**src/hw/rtl/mtimer_pkg.sv**
```systemverilog
package mtimer_pkg;

    localparam int COUNTER_BITS_DEF  = 16;
    localparam int PRESCALE_BITS_DEF = 8;

    localparam logic [7:0]  PRESCALE_DIV_RESET = 8'd47;
    localparam logic [15:0] MIN_DELAY_RESET    = 16'd10;
    localparam logic [15:0] STEAL_LOW_RESET    = 16'd500;
    localparam logic [15:0] STEAL_HIGH_RESET   = 16'd10000;
    localparam logic [31:0] COMPARE_RESET      = 32'd5000;

    localparam int CFG_INDEX_BITS = 2;
    localparam int CFG_DATA_BITS  = 16;

    localparam logic [CFG_INDEX_BITS-1:0] CFG_PRESCALE_DIV = 2'd0;
    localparam logic [CFG_INDEX_BITS-1:0] CFG_MIN_DELAY    = 2'd1;
    localparam logic [CFG_INDEX_BITS-1:0] CFG_STEAL_LOW    = 2'd2;
    localparam logic [CFG_INDEX_BITS-1:0] CFG_STEAL_HIGH   = 2'd3;

    typedef enum logic [2:0] {
        FUNC_TICK    = 3'd0,
        FUNC_ARM     = 3'd1,
        FUNC_FORWARD = 3'd2,
        FUNC_STEAL   = 3'd3,
        FUNC_READ    = 3'd4
    } func_t;

    typedef struct packed {
        logic                      we;
        logic [CFG_INDEX_BITS-1:0] index;
        logic [CFG_DATA_BITS-1:0]  data;
    } cfg_wr_t;

    typedef struct packed {
        logic [2:0]  func;
        logic [30:0] forward_us;
        logic        with_callback;
        logic [15:0] delay;
    } item_t;

    // first member is the top bits, so now_us sits lowest
    typedef struct packed {
        logic        callback_pending;
        logic [15:0] steal_remaining;
        logic        steal_granted;
        logic        fired;
        logic [63:0] now_us;
    } result_t;

    localparam int RESULT_BITS = $bits(result_t);
    localparam int S_DATA_BITS = 48;
    localparam int M_DATA_BITS = 88;

endpackage

```
**src/hw/rtl/microsecond_timer_with_compare.sv**
```systemverilog
// channel   dir  tdata                                   tuser
// s_        in   delay, with_callback, forward_us        func
// m_        out  now_us, fired, steal_granted,           -
//                steal_remaining, callback_pending
// cfg_      in   write enable, index, 16-bit data        -
//
// one item per cycle while s_tready is high; its result is registered into the output buffer
// the update is a single pass through the timer core, one 64-bit add on the time sum
// a two-entry output buffer keeps s_tready high while one result waits on m_tready
// s_tready drops only while both output entries are full
// rst_n clears the timer state and loads the register defaults at once
module microsecond_timer_with_compare #(
    parameter int COUNTER_BITS  = mtimer_pkg::COUNTER_BITS_DEF,
    parameter int PRESCALE_BITS = mtimer_pkg::PRESCALE_BITS_DEF
) (
    input  logic                                   clk,
    input  logic                                   rst_n,
    input  logic                                   s_tvalid,
    output logic                                   s_tready,
    // [15:0] delay, [16] with_callback, [47:17] forward_us
    input  logic [mtimer_pkg::S_DATA_BITS-1:0]     s_tdata,
    // [2:0] func
    input  logic [2:0]                             s_tuser,
    output logic                                   m_tvalid,
    input  logic                                   m_tready,
    // [63:0] now_us, [64] fired, [65] steal_granted, [81:66] steal_remaining,
    // [82] callback_pending, [87:83] zero
    output logic [mtimer_pkg::M_DATA_BITS-1:0]     m_tdata,
    input  logic                                   cfg_we,
    input  logic [mtimer_pkg::CFG_INDEX_BITS-1:0]  cfg_index,
    input  logic [mtimer_pkg::CFG_DATA_BITS-1:0]   cfg_data
);

    mtimer_pkg::cfg_wr_t cfg;
    mtimer_pkg::item_t   item;
    mtimer_pkg::result_t result;
    mtimer_pkg::result_t out_reg;
    mtimer_pkg::result_t skid_reg;
    logic                out_valid_reg;
    logic                skid_valid_reg;
    logic                in_xfer;
    logic                out_xfer;

    assign cfg.we    = cfg_we;
    assign cfg.index = cfg_index;
    assign cfg.data  = cfg_data;

    assign item.func          = s_tuser;
    assign item.delay         = s_tdata[15:0];
    assign item.with_callback = s_tdata[16];
    assign item.forward_us    = s_tdata[47:17];

    assign s_tready = !skid_valid_reg;
    assign in_xfer  = s_tvalid && s_tready;
    assign out_xfer = out_valid_reg && m_tready;

    mtimer_core #(
        .COUNTER_BITS  (COUNTER_BITS),
        .PRESCALE_BITS (PRESCALE_BITS)
    ) u_core (
        .clk    (clk),
        .rst_n  (rst_n),
        .cfg    (cfg),
        .accept (in_xfer),
        .item   (item),
        .result (result)
    );

    always_ff @(posedge clk or negedge rst_n)
    begin
        if (!rst_n)
        begin
            out_valid_reg  <= 1'b0;
            skid_valid_reg <= 1'b0;
        end
        else if (skid_valid_reg)
        begin
            if (out_xfer)
            begin
                skid_valid_reg <= 1'b0;
            end
        end
        else if (in_xfer)
        begin
            if (out_valid_reg && !out_xfer)
            begin
                skid_valid_reg <= 1'b1;
            end
            out_valid_reg <= 1'b1;
        end
        else if (out_xfer)
        begin
            out_valid_reg <= 1'b0;
        end
    end

    always_ff @(posedge clk)
    begin
        if (skid_valid_reg)
        begin
            if (out_xfer)
            begin
                out_reg <= skid_reg;
            end
        end
        else if (in_xfer)
        begin
            if (out_valid_reg && !out_xfer)
            begin
                skid_reg <= result;
            end
            else
            begin
                out_reg <= result;
            end
        end
    end

    assign m_tvalid = out_valid_reg;
    assign m_tdata  = {(mtimer_pkg::M_DATA_BITS - mtimer_pkg::RESULT_BITS)'(0), out_reg};

endmodule

```
**src/hw/rtl/mtimer_core.sv**
```systemverilog
module mtimer_core #(
    parameter int COUNTER_BITS  = mtimer_pkg::COUNTER_BITS_DEF,
    parameter int PRESCALE_BITS = mtimer_pkg::PRESCALE_BITS_DEF
) (
    input  logic                clk,
    input  logic                rst_n,
    input  mtimer_pkg::cfg_wr_t cfg,
    input  logic                accept,
    input  mtimer_pkg::item_t   item,
    output mtimer_pkg::result_t result
);

    localparam int RW = (COUNTER_BITS > 16) ? COUNTER_BITS : 16;

    logic [7:0]               prescale_div_reg;
    logic [15:0]              min_delay_reg;
    logic [15:0]              steal_low_reg;
    logic [15:0]              steal_high_reg;

    logic [PRESCALE_BITS-1:0] prescale_count_reg, prescale_count_next;
    logic [COUNTER_BITS-1:0]  tick_counter_reg, tick_counter_next;
    logic [COUNTER_BITS-1:0]  compare_value_reg, compare_value_next;
    logic                     pending_reg, pending_next;
    // holds offset plus counter; a counter wrap adds 2^COUNTER_BITS and drops the
    // counter to zero, so every tick is a plain increment of this sum
    logic [63:0]              now_reg, now_next;

    logic [PRESCALE_BITS-1:0] div;
    logic [COUNTER_BITS-1:0]  tick_inc;
    logic [15:0]              delay_clamped;
    logic [COUNTER_BITS-1:0]  remaining;
    logic [RW-1:0]            remaining_wide;
    logic [63:0]              now_add;
    logic                     fired;
    logic                     granted;
    logic [15:0]              steal_rem;

    always_ff @(posedge clk or negedge rst_n)
    begin
        if (!rst_n)
        begin
            prescale_div_reg <= mtimer_pkg::PRESCALE_DIV_RESET;
            min_delay_reg    <= mtimer_pkg::MIN_DELAY_RESET;
            steal_low_reg    <= mtimer_pkg::STEAL_LOW_RESET;
            steal_high_reg   <= mtimer_pkg::STEAL_HIGH_RESET;
        end
        else if (cfg.we)
        begin
            unique case (cfg.index)
                mtimer_pkg::CFG_PRESCALE_DIV: prescale_div_reg <= cfg.data[7:0];
                mtimer_pkg::CFG_MIN_DELAY:    min_delay_reg    <= cfg.data;
                mtimer_pkg::CFG_STEAL_LOW:    steal_low_reg    <= cfg.data;
                mtimer_pkg::CFG_STEAL_HIGH:   steal_high_reg   <= cfg.data;
                default:                      ;
            endcase
        end
    end

    assign div            = PRESCALE_BITS'(prescale_div_reg);
    assign tick_inc       = tick_counter_reg + COUNTER_BITS'(1);
    assign delay_clamped  = (item.delay < min_delay_reg) ? min_delay_reg : item.delay;
    assign remaining      = compare_value_reg - tick_counter_reg;
    assign remaining_wide = RW'(remaining);

    always_comb
    begin
        prescale_count_next = prescale_count_reg;
        tick_counter_next   = tick_counter_reg;
        compare_value_next  = compare_value_reg;
        pending_next        = pending_reg;
        now_add             = 64'd0;
        fired               = 1'b0;
        granted             = 1'b0;
        steal_rem           = 16'd0;

        case (mtimer_pkg::func_t'(item.func))
            mtimer_pkg::FUNC_TICK:
            begin
                if (prescale_count_reg >= div)
                begin
                    prescale_count_next = '0;
                    tick_counter_next   = tick_inc;
                    now_add             = 64'd1;
                    if (tick_inc == compare_value_reg)
                    begin
                        fired        = pending_reg;
                        pending_next = 1'b0;
                    end
                end
                else
                begin
                    prescale_count_next = prescale_count_reg + PRESCALE_BITS'(1);
                end
            end
            mtimer_pkg::FUNC_ARM:
            begin
                pending_next       = item.with_callback;
                compare_value_next = tick_counter_reg + COUNTER_BITS'(delay_clamped);
            end
            mtimer_pkg::FUNC_FORWARD:
            begin
                now_add = 64'(item.forward_us);
            end
            mtimer_pkg::FUNC_STEAL:
            begin
                if (pending_reg)
                begin
                    steal_rem = 16'(remaining);
                    if ((RW'(steal_low_reg) <= remaining_wide) &&
                        (remaining_wide <= RW'(steal_high_reg)))
                    begin
                        pending_next = 1'b0;
                        granted      = 1'b1;
                    end
                end
            end
            default: ;
        endcase

        now_next = now_reg + now_add;
    end

    always_ff @(posedge clk or negedge rst_n)
    begin
        if (!rst_n)
        begin
            prescale_count_reg <= '0;
            tick_counter_reg   <= '0;
            compare_value_reg  <= COUNTER_BITS'(mtimer_pkg::COMPARE_RESET);
            pending_reg        <= 1'b0;
            now_reg            <= 64'd0;
        end
        else if (accept)
        begin
            prescale_count_reg <= prescale_count_next;
            tick_counter_reg   <= tick_counter_next;
            compare_value_reg  <= compare_value_next;
            pending_reg        <= pending_next;
            now_reg            <= now_next;
        end
    end

    assign result.now_us           = now_next;
    assign result.fired            = fired;
    assign result.steal_granted    = granted;
    assign result.steal_remaining  = steal_rem;
    assign result.callback_pending = pending_next;

endmodule

```
**config.mk**
```make
export PLATFORM = sky130hd
export DESIGN_NAME = microsecond_timer_with_compare
export DESIGN_NICKNAME = d
export VERILOG_FILES = /design/src/hw/rtl/mtimer_pkg.sv /design/src/hw/rtl/microsecond_timer_with_compare.sv /design/src/hw/rtl/mtimer_core.sv
export SDC_FILE = /design/constraint.sdc
export NUM_CORES = 1
export LEC_CHECK = 0
export BUFFER_PORTS_ARGS = -buffer_cell sky130_fd_sc_hd__buf_2
export CAP_MARGIN = 5
export CORE_MARGIN = 10
export CORE_UTILIZATION = 40
export CTS_CLUSTER_DIAMETER = 150
export CTS_CLUSTER_SIZE = 24
export DETAILED_ROUTE_END_ITERATION = 8
export PLACE_DENSITY = 0.68
export SKIP_LAST_GASP = 1
export SYNTH_ARGS = -nofsm -noshare
export SYNTH_HDL_FRONTEND = slang
export SYNTH_SLANG_ARGS = --single-unit
```
**constraint.sdc**
```tcl
create_clock -name clk -period 16.9 [get_ports clk]
set_clock_uncertainty 0.2 [all_clocks]
set_input_delay 1.69 -clock clk [delete_from_list [all_inputs] [get_ports clk]]
set_output_delay 1.69 -clock clk [all_outputs]
set_load 0.02 [all_outputs]
```
Word-level counts from Yosys, hierarchy flattened
Cells that the tools add are included.
{"block": "totals", "reg_bits": 329, "inputBits": 74, "output_inout_bits": 90}
{"block": "classes", "n_addsub": 5, "magnitude_cmp": 4, "n_eq_ne": 9, "n_mux": 27, "bitwise_logic": 1, "n_reduce_logical": 20}
{"operator": "$mux 83", "n": 4}
{"operator": "$pmux 64 s2", "n": 1}
{"operator": "$add 64x64->64", "n": 1}
{"operator": "$mux 16", "n": 3}
{"operator": "$le 16x16->1", "n": 2}
{"operator": "$mux 1", "n": 17}
{"operator": "$add 16x1->16 const B", "n": 1}
{"operator": "$add 16x16->16", "n": 1}
{"operator": "$eq 16x16->1", "n": 1}
{"operator": "$lt 16x16->1", "n": 1}
{"operator": "$sub 16x16->16", "n": 1}
{"operator": "$reduce_and 2->1", "n": 7}
{"operator": "$reduce_and 3->1", "n": 3}
{"operator": "$add 8x1->8 const B", "n": 1}
{"operator": "$ge 8x8->1", "n": 1}
{"operator": "$mux 8", "n": 1}
{"operator": "$eq 3x2->1 const B", "n": 2}
{"operator": "$eq 2x2->1 const B", "n": 2}
{"operator": "$logic_and 1x1->1", "n": 4}
{"operator": "$reduce_bool 2->1", "n": 2}
{"operator": "$eq 3x1->1 const B", "n": 1}
{"operator": "$logic_not 3->1", "n": 1}
{"operator": "$pmux 1 s3", "n": 1}
{"operator": "$eq 2x1->1 const B", "n": 1}
{"operator": "other kinds (5)", "n": 6}

Depth between registers and ports, before layout
{"block": "depth", "ltp_word": 9, "mapped_depth": 21, "ltp_nobuf": 21}

Hierarchy
Synthesis repeated with hierarchy kept, for this count alone.
{"block": "unflattened", "hier_cells": 1674, "hier_area_um2": 18909.4}
{"mod": "mtimer_core", "instances": 1, "cells_each": 1396, "area_per_inst_um2": 12703.4}
{"mod": "microsecond_timer_with_compare", "instances": 1, "cells_each": 278, "area_per_inst_um2": 6206.0}

Least setup slack after synthesis
No wires, ideal clock.
{"block": "synth_timing", "kind": "input-to-reg", "from": "input s_tvalid", "to": "register out_reg (netlist bit m_tdata[0]) (enable)", "setup_time_ns": 0.525, "t_arrival_ns": 5.685, "t_required_ns": 16.175, "slack_ns": 10.490, "cell_stages": 4, "n_path_buf": 1, "cell_sequence": "nor2b_1 -> clkbuf_1 -> a21oi_1 -> nor2_1"}
{"block": "synth_via", "elab_chain_cells": 3}
{"item": "start, declared", "line_no": "microsecond_timer_with_compare.sv:18", "rtl": "input logic s_tvalid,"}
{"item": "$logic_and 1x1->1", "line_no": "microsecond_timer_with_compare.sv:54", "rtl": "assign in_xfer = s_tvalid && s_tready;"}
{"item": "$reduce_bool 2->1 (no line)"}
{"item": "$reduce_and 3->1 (no line)"}
{"item": "end signal, assigned", "line_no": "microsecond_timer_with_compare.sv:103", "rtl": "out_reg <= skid_reg;"}
{"item": "end signal, assigned", "line_no": "microsecond_timer_with_compare.sv:114", "rtl": "out_reg <= result;"}
{"item": "end, declared", "line_no": "microsecond_timer_with_compare.sv:37", "rtl": "mtimer_pkg::result_t out_reg;"}
No other way between the ends.
A chain may end at the register's enable or synchronous reset.

==> impl_metrics.yaml <==
synth:
  synth_mux_area_share_pct: 6.775
  synth_fa_ha_area_share_pct: 8.039
  yosys.cell_types.count: 86
  mappedNetlistArea_um2: 19110
  ys_warn_count: 0
  synth.yosys.seq_area_share_pct: 47.57
  synth_enable_flop_cells: 166
  compound_gate_portion_of_the_synthesized_area_pct: 13.47
  dominant_register_cell_in_the_synthesized_netlist: "sky130_fd_sc_hd__edfxtp_1"
  syn_avg_cell_area_um2: 10.58
  synth_async_sr_flop_share_pct: 49.54
  synth_cells: 1807
  yosys.area_share.xor_xnor_pct: 6.507
  combinational_family_with_the_most_area_after_synthesis: "compound AO/OA/AOI/OAI gates"
  postSynthRegisterBits: 329
  synth_simple_gate_area_share_pct: 13.11
route:
  wl_mm: 48.61
  dr.pass1.iters: 5
  routed_wire_length_per_instance_um: 19.03
  route.detailed.drc: 0
  routed_via_density: 5.452
  via_count: 13930
  drt_iter0_markers: 1147
  drt.antenna.violating_nets: 0
timing:
  setup_violations: 0
  max_freq_ghz: 0.1649
  setup_slack_ns: 10.84
  tightestPinTransition_ns: 1.031
  finalCriticalPeriod_ns: 6.064
  totalNegativeSetupSlack_ns: 0
  final_max_slew_viol_count: 0
  final_min_period_over_clock_period_pct: 35.88
  timing.max_slew.rel_slack_pct: 30.99
  grt_setup_unrepaired: "false"
  whs_ns: 0.2973
  hold_viol: 0
clocking:
  cts_hold_buffers: 0
  clock-sinks: 329
  cts_tree: "built"
  post-cts-setup-buffers: 0
  cts-root-buf: "sky130_fd_sc_hd__clkbuf_16"
  path_clk_slew_ns: 0.09
  clock_insertion_delay_worst_skew_ns: 0.55
  tritoncts.num_buffers: 17
  post_cts_resize_count: 0
  cts_max_level: 1
  cts_max_path_buffers: 3
grt:
  grt_pass1_vias: 14040
  antenna_violations_before_repair: 2
  groute.usage.overall_pct: 16.71
  grt_max_degree: 75
  grt_pass1_wl_mm: 77.27
  residual_overflow_from_global_routing: 0
floorplanning:
  design.core.area_um2: 47450
  pin_count: 164
  die_width_um: 238.6
  initial_core_util_pct: 40.28
  die_area_um2: 56930
  chipHeight_um: 238.6
  core.rowCount: 80
critical_path:
  worstSetupStartpointType: "input pin"
  timing.critical_path.depth: 13
  path_delay_family: "compound AO/OA/AOI/OAI gates"
  ff2ff_path_depth: 18
  cp_slowest_stage_delay_ns: 0.84
  timing.critical_path.slowest_stage_cell: "sky130_fd_sc_hd__o2111ai_2"
  critical_path.cell_chain: "buf_2, nor2_1, buf_4, and3_1, ha_1, a21o_1, a221o_1, a21o_1, a41o_1, o2111ai_2, a2111oi_0, xor2_1, mux2_2"
  worst-endpoint-required_ns: 17.00
  worst-setup-path-type: "in -> reg"
  timing.critical_path.to_type: "flip-flop"
  critical_path.most_common_cell: "sky130_fd_sc_hd__a21o_1"
  cp_max_fo: 17
  critical_path.n_buffers_inverters: 2
  critical_path_arrival_ns: 6.16
status:
  run_status: "finished clean"
placement:
  dpl_cell_area_um2: 20480
  buffer_ports.inserted: 158
  dp.final_hpwl_mm: 36.14
  place_congestion: 0.9204
  place_worst_setup_slack_ns: 10.36
power_and_ir_drop:
  max-vdd-ir-drop_mv: 0.06258
  pwr_density_cell_nw_per_um2: 142.7
  static-leakage-power_nw: 9.235
final_layout:
  finalCoreUtilization_pct: 44.19
  diodes: 0
  syn2layout_area_growth_pct: 9.701
  drive_above_1_share_pct: 19.19
  finalInstanceArea_um2: 20970
  num-nets-final: 2123
hold_path:
  hold_class: "reg -> reg"
  worstHoldPathCells: 1
job:
  max_cap_violations: 0
[cell usage after synthesis, types with 8 or more instances]
master	instances	share of area [%]
sky130_fd_sc_hd__o21ai_0	106	2.8
sky130_fd_sc_hd__mux2_2	107	6.3
sky130_fd_sc_hd__buf_4	10	0.39
sky130_fd_sc_hd__nor4_1	15	0.49
sky130_fd_sc_hd__a211oi_1	18	0.71
sky130_fd_sc_hd__or3_1	10	0.33
sky130_fd_sc_hd__nand2_1	175	3.4
sky130_fd_sc_hd__dfrtp_1	140	18
sky130_fd_sc_hd__edfxtp_1	166	26
sky130_fd_sc_hd__o211ai_1	8	0.31
sky130_fd_sc_hd__a21oi_1	73	1.9
sky130_fd_sc_hd__nand2b_1	15	0.49
sky130_fd_sc_hd__xor2_1	72	3.3
sky130_fd_sc_hd__ha_1	118	7.7
sky130_fd_sc_hd__clkbuf_1	51	1.0
sky130_fd_sc_hd__o31ai_1	25	0.98
sky130_fd_sc_hd__dfstp_2	23	3.2
sky130_fd_sc_hd__nand3_1	35	0.92
sky130_fd_sc_hd__nand4_1	30	0.98
sky130_fd_sc_hd__nor2_1	91	1.8
sky130_fd_sc_hd__xnor2_1	70	3.2
sky130_fd_sc_hd__buf_2	10	0.26
sky130_fd_sc_hd__mux2i_1	9	0.47
sky130_fd_sc_hd__a21o_1	29	1.1
sky130_fd_sc_hd__nor2b_1	9	0.29
sky130_fd_sc_hd__and3_1	45	1.5
sky130_fd_sc_hd__o21a_1	16	0.63
sky130_fd_sc_hd__inv_1	134	2.6
sky130_fd_sc_hd__nor3_1	40	1.0
sky130_fd_sc_hd__or2_2	10	0.33
[logic make-up (layout without fill, tap and decap cells)]
family          Yosys count  in the layout
simple gates            506            506
mux                     116            116
other cells               1              5
compound gates          380            380
flops                   329            329
fa+ha+maj               121            121
xor+xnor                142            142
buf+inv                 212            340
[cells in the final DEF, fill, tap and decap left out, types with 11 or more instances in the layout]
| cell type | instances |
|---|---|
| sky130_fd_sc_hd__nand4_1 | 30 |
| sky130_fd_sc_hd__mux2_2 | 107 |
| sky130_fd_sc_hd__o21ai_0 | 106 |
| sky130_fd_sc_hd__edfxtp_1 | 166 |
| sky130_fd_sc_hd__dfstp_2 | 23 |
| sky130_fd_sc_hd__nand2b_1 | 15 |
| sky130_fd_sc_hd__nor2_1 | 90 |
| sky130_fd_sc_hd__inv_1 | 134 |
| sky130_fd_sc_hd__a21o_1 | 29 |
| sky130_fd_sc_hd__and3_1 | 45 |
| sky130_fd_sc_hd__o21a_1 | 16 |
| sky130_fd_sc_hd__buf_2 | 157 |
| sky130_fd_sc_hd__xnor2_1 | 70 |
| sky130_fd_sc_hd__buf_4 | 16 |
| sky130_fd_sc_hd__dfrtp_1 | 139 |
| sky130_fd_sc_hd__nand3_1 | 35 |
| sky130_fd_sc_hd__a211oi_1 | 18 |
| sky130_fd_sc_hd__a21oi_1 | 73 |
| sky130_fd_sc_hd__xor2_1 | 72 |
| sky130_fd_sc_hd__ha_1 | 118 |
| sky130_fd_sc_hd__nand2_1 | 174 |
| sky130_fd_sc_hd__nor4_1 | 14 |
| sky130_fd_sc_hd__nor3_1 | 40 |
| sky130_fd_sc_hd__o31ai_1 | 25 |
| sky130_fd_sc_hd__clkbuf_1 | 11 |
| sky130_fd_sc_hd__clkbuf_16 | 17 |
[final timing paths]
kind	start	endpoint	slack, ns
setup reg to reg	u_core.div[5]$_DFFE_PN1P_	m_tdata[34]$_DFFE_PP_	11.11
min in group asynchronous	rst_n	u_core.min_delay_reg[9]$_DFFE_PN0P_	0.82
hold / removal	u_core.now_reg[63]$_DFFE_PN0P_	u_core.now_reg[63]$_DFFE_PN0P_	0.30
setup / recovery	s_tuser[0]	m_tdata[47]$_DFFE_PP_	10.84
hold reg to reg	u_core.now_reg[63]$_DFFE_PN0P_	u_core.now_reg[63]$_DFFE_PN0P_	0.30
max in group asynchronous	rst_n	u_core.steal_high_reg[7]$_DFFE_PN0P_	13.53
[worst reg2reg max path, stage by stage (launching register included)]
cell,delay [ns]
sky130_fd_sc_hd__dfstp_2,0.53
sky130_fd_sc_hd__inv_1,0.05
sky130_fd_sc_hd__ha_1,0.32
sky130_fd_sc_hd__a2111oi_0,0.44
sky130_fd_sc_hd__nand2_1,0.10
sky130_fd_sc_hd__o22a_1,0.45
sky130_fd_sc_hd__mux2i_1,0.26
sky130_fd_sc_hd__nor3_1,0.13
sky130_fd_sc_hd__ha_1,0.24
sky130_fd_sc_hd__fa_1,0.43
sky130_fd_sc_hd__a211oi_1,0.36
sky130_fd_sc_hd__o31ai_1,0.13
sky130_fd_sc_hd__a211o_1,0.38
sky130_fd_sc_hd__a31oi_1,0.47
sky130_fd_sc_hd__nor4_4,0.05
sky130_fd_sc_hd__buf_4,0.23
sky130_fd_sc_hd__o21ai_2,0.38
sky130_fd_sc_hd__xnor2_1,0.15
sky130_fd_sc_hd__mux2_2,0.27
[per-stage QoR]
step / total power [mW] / cells
detailed placement: 2.552 / 2524
CTS: 3.021 / 2554
global route: 3.217 / 2554
global placement: 2.506 / 2524
floorplan: 2.144 / 1811
finish: 2.992 / 2554
[final cells by class]
class,count,area [um^2]
multi-input cells,1270,9193
clock buffers,28,466.7
fillers,4518,26480
inverters,136,510.5
flip-flops and latches,329,9094
clock inverters,2,17.52
well taps,615,769.5
repair buffers,174,917.1
[report_power, final]
part | switching (mW) | total, mW | internal (mW)
combinational | 0.830 | 1.31 | 0.478
sequential | 0.112 | 1.22 | 1.11
clock | 0.269 | 0.463 | 0.194
total | 1.21 | 2.99 | 1.78
[metal layers]
layer	up-vias	routed length [um]	global-route usage (%)
li1	6737	-	-
met1	6803	22010	22.28
met2	338	23180	27.99
met3	47	2680	2.674
met4	0	745	3.650
met5	-	0	0
No activity file was read; power rests on OpenSTA's default activity.
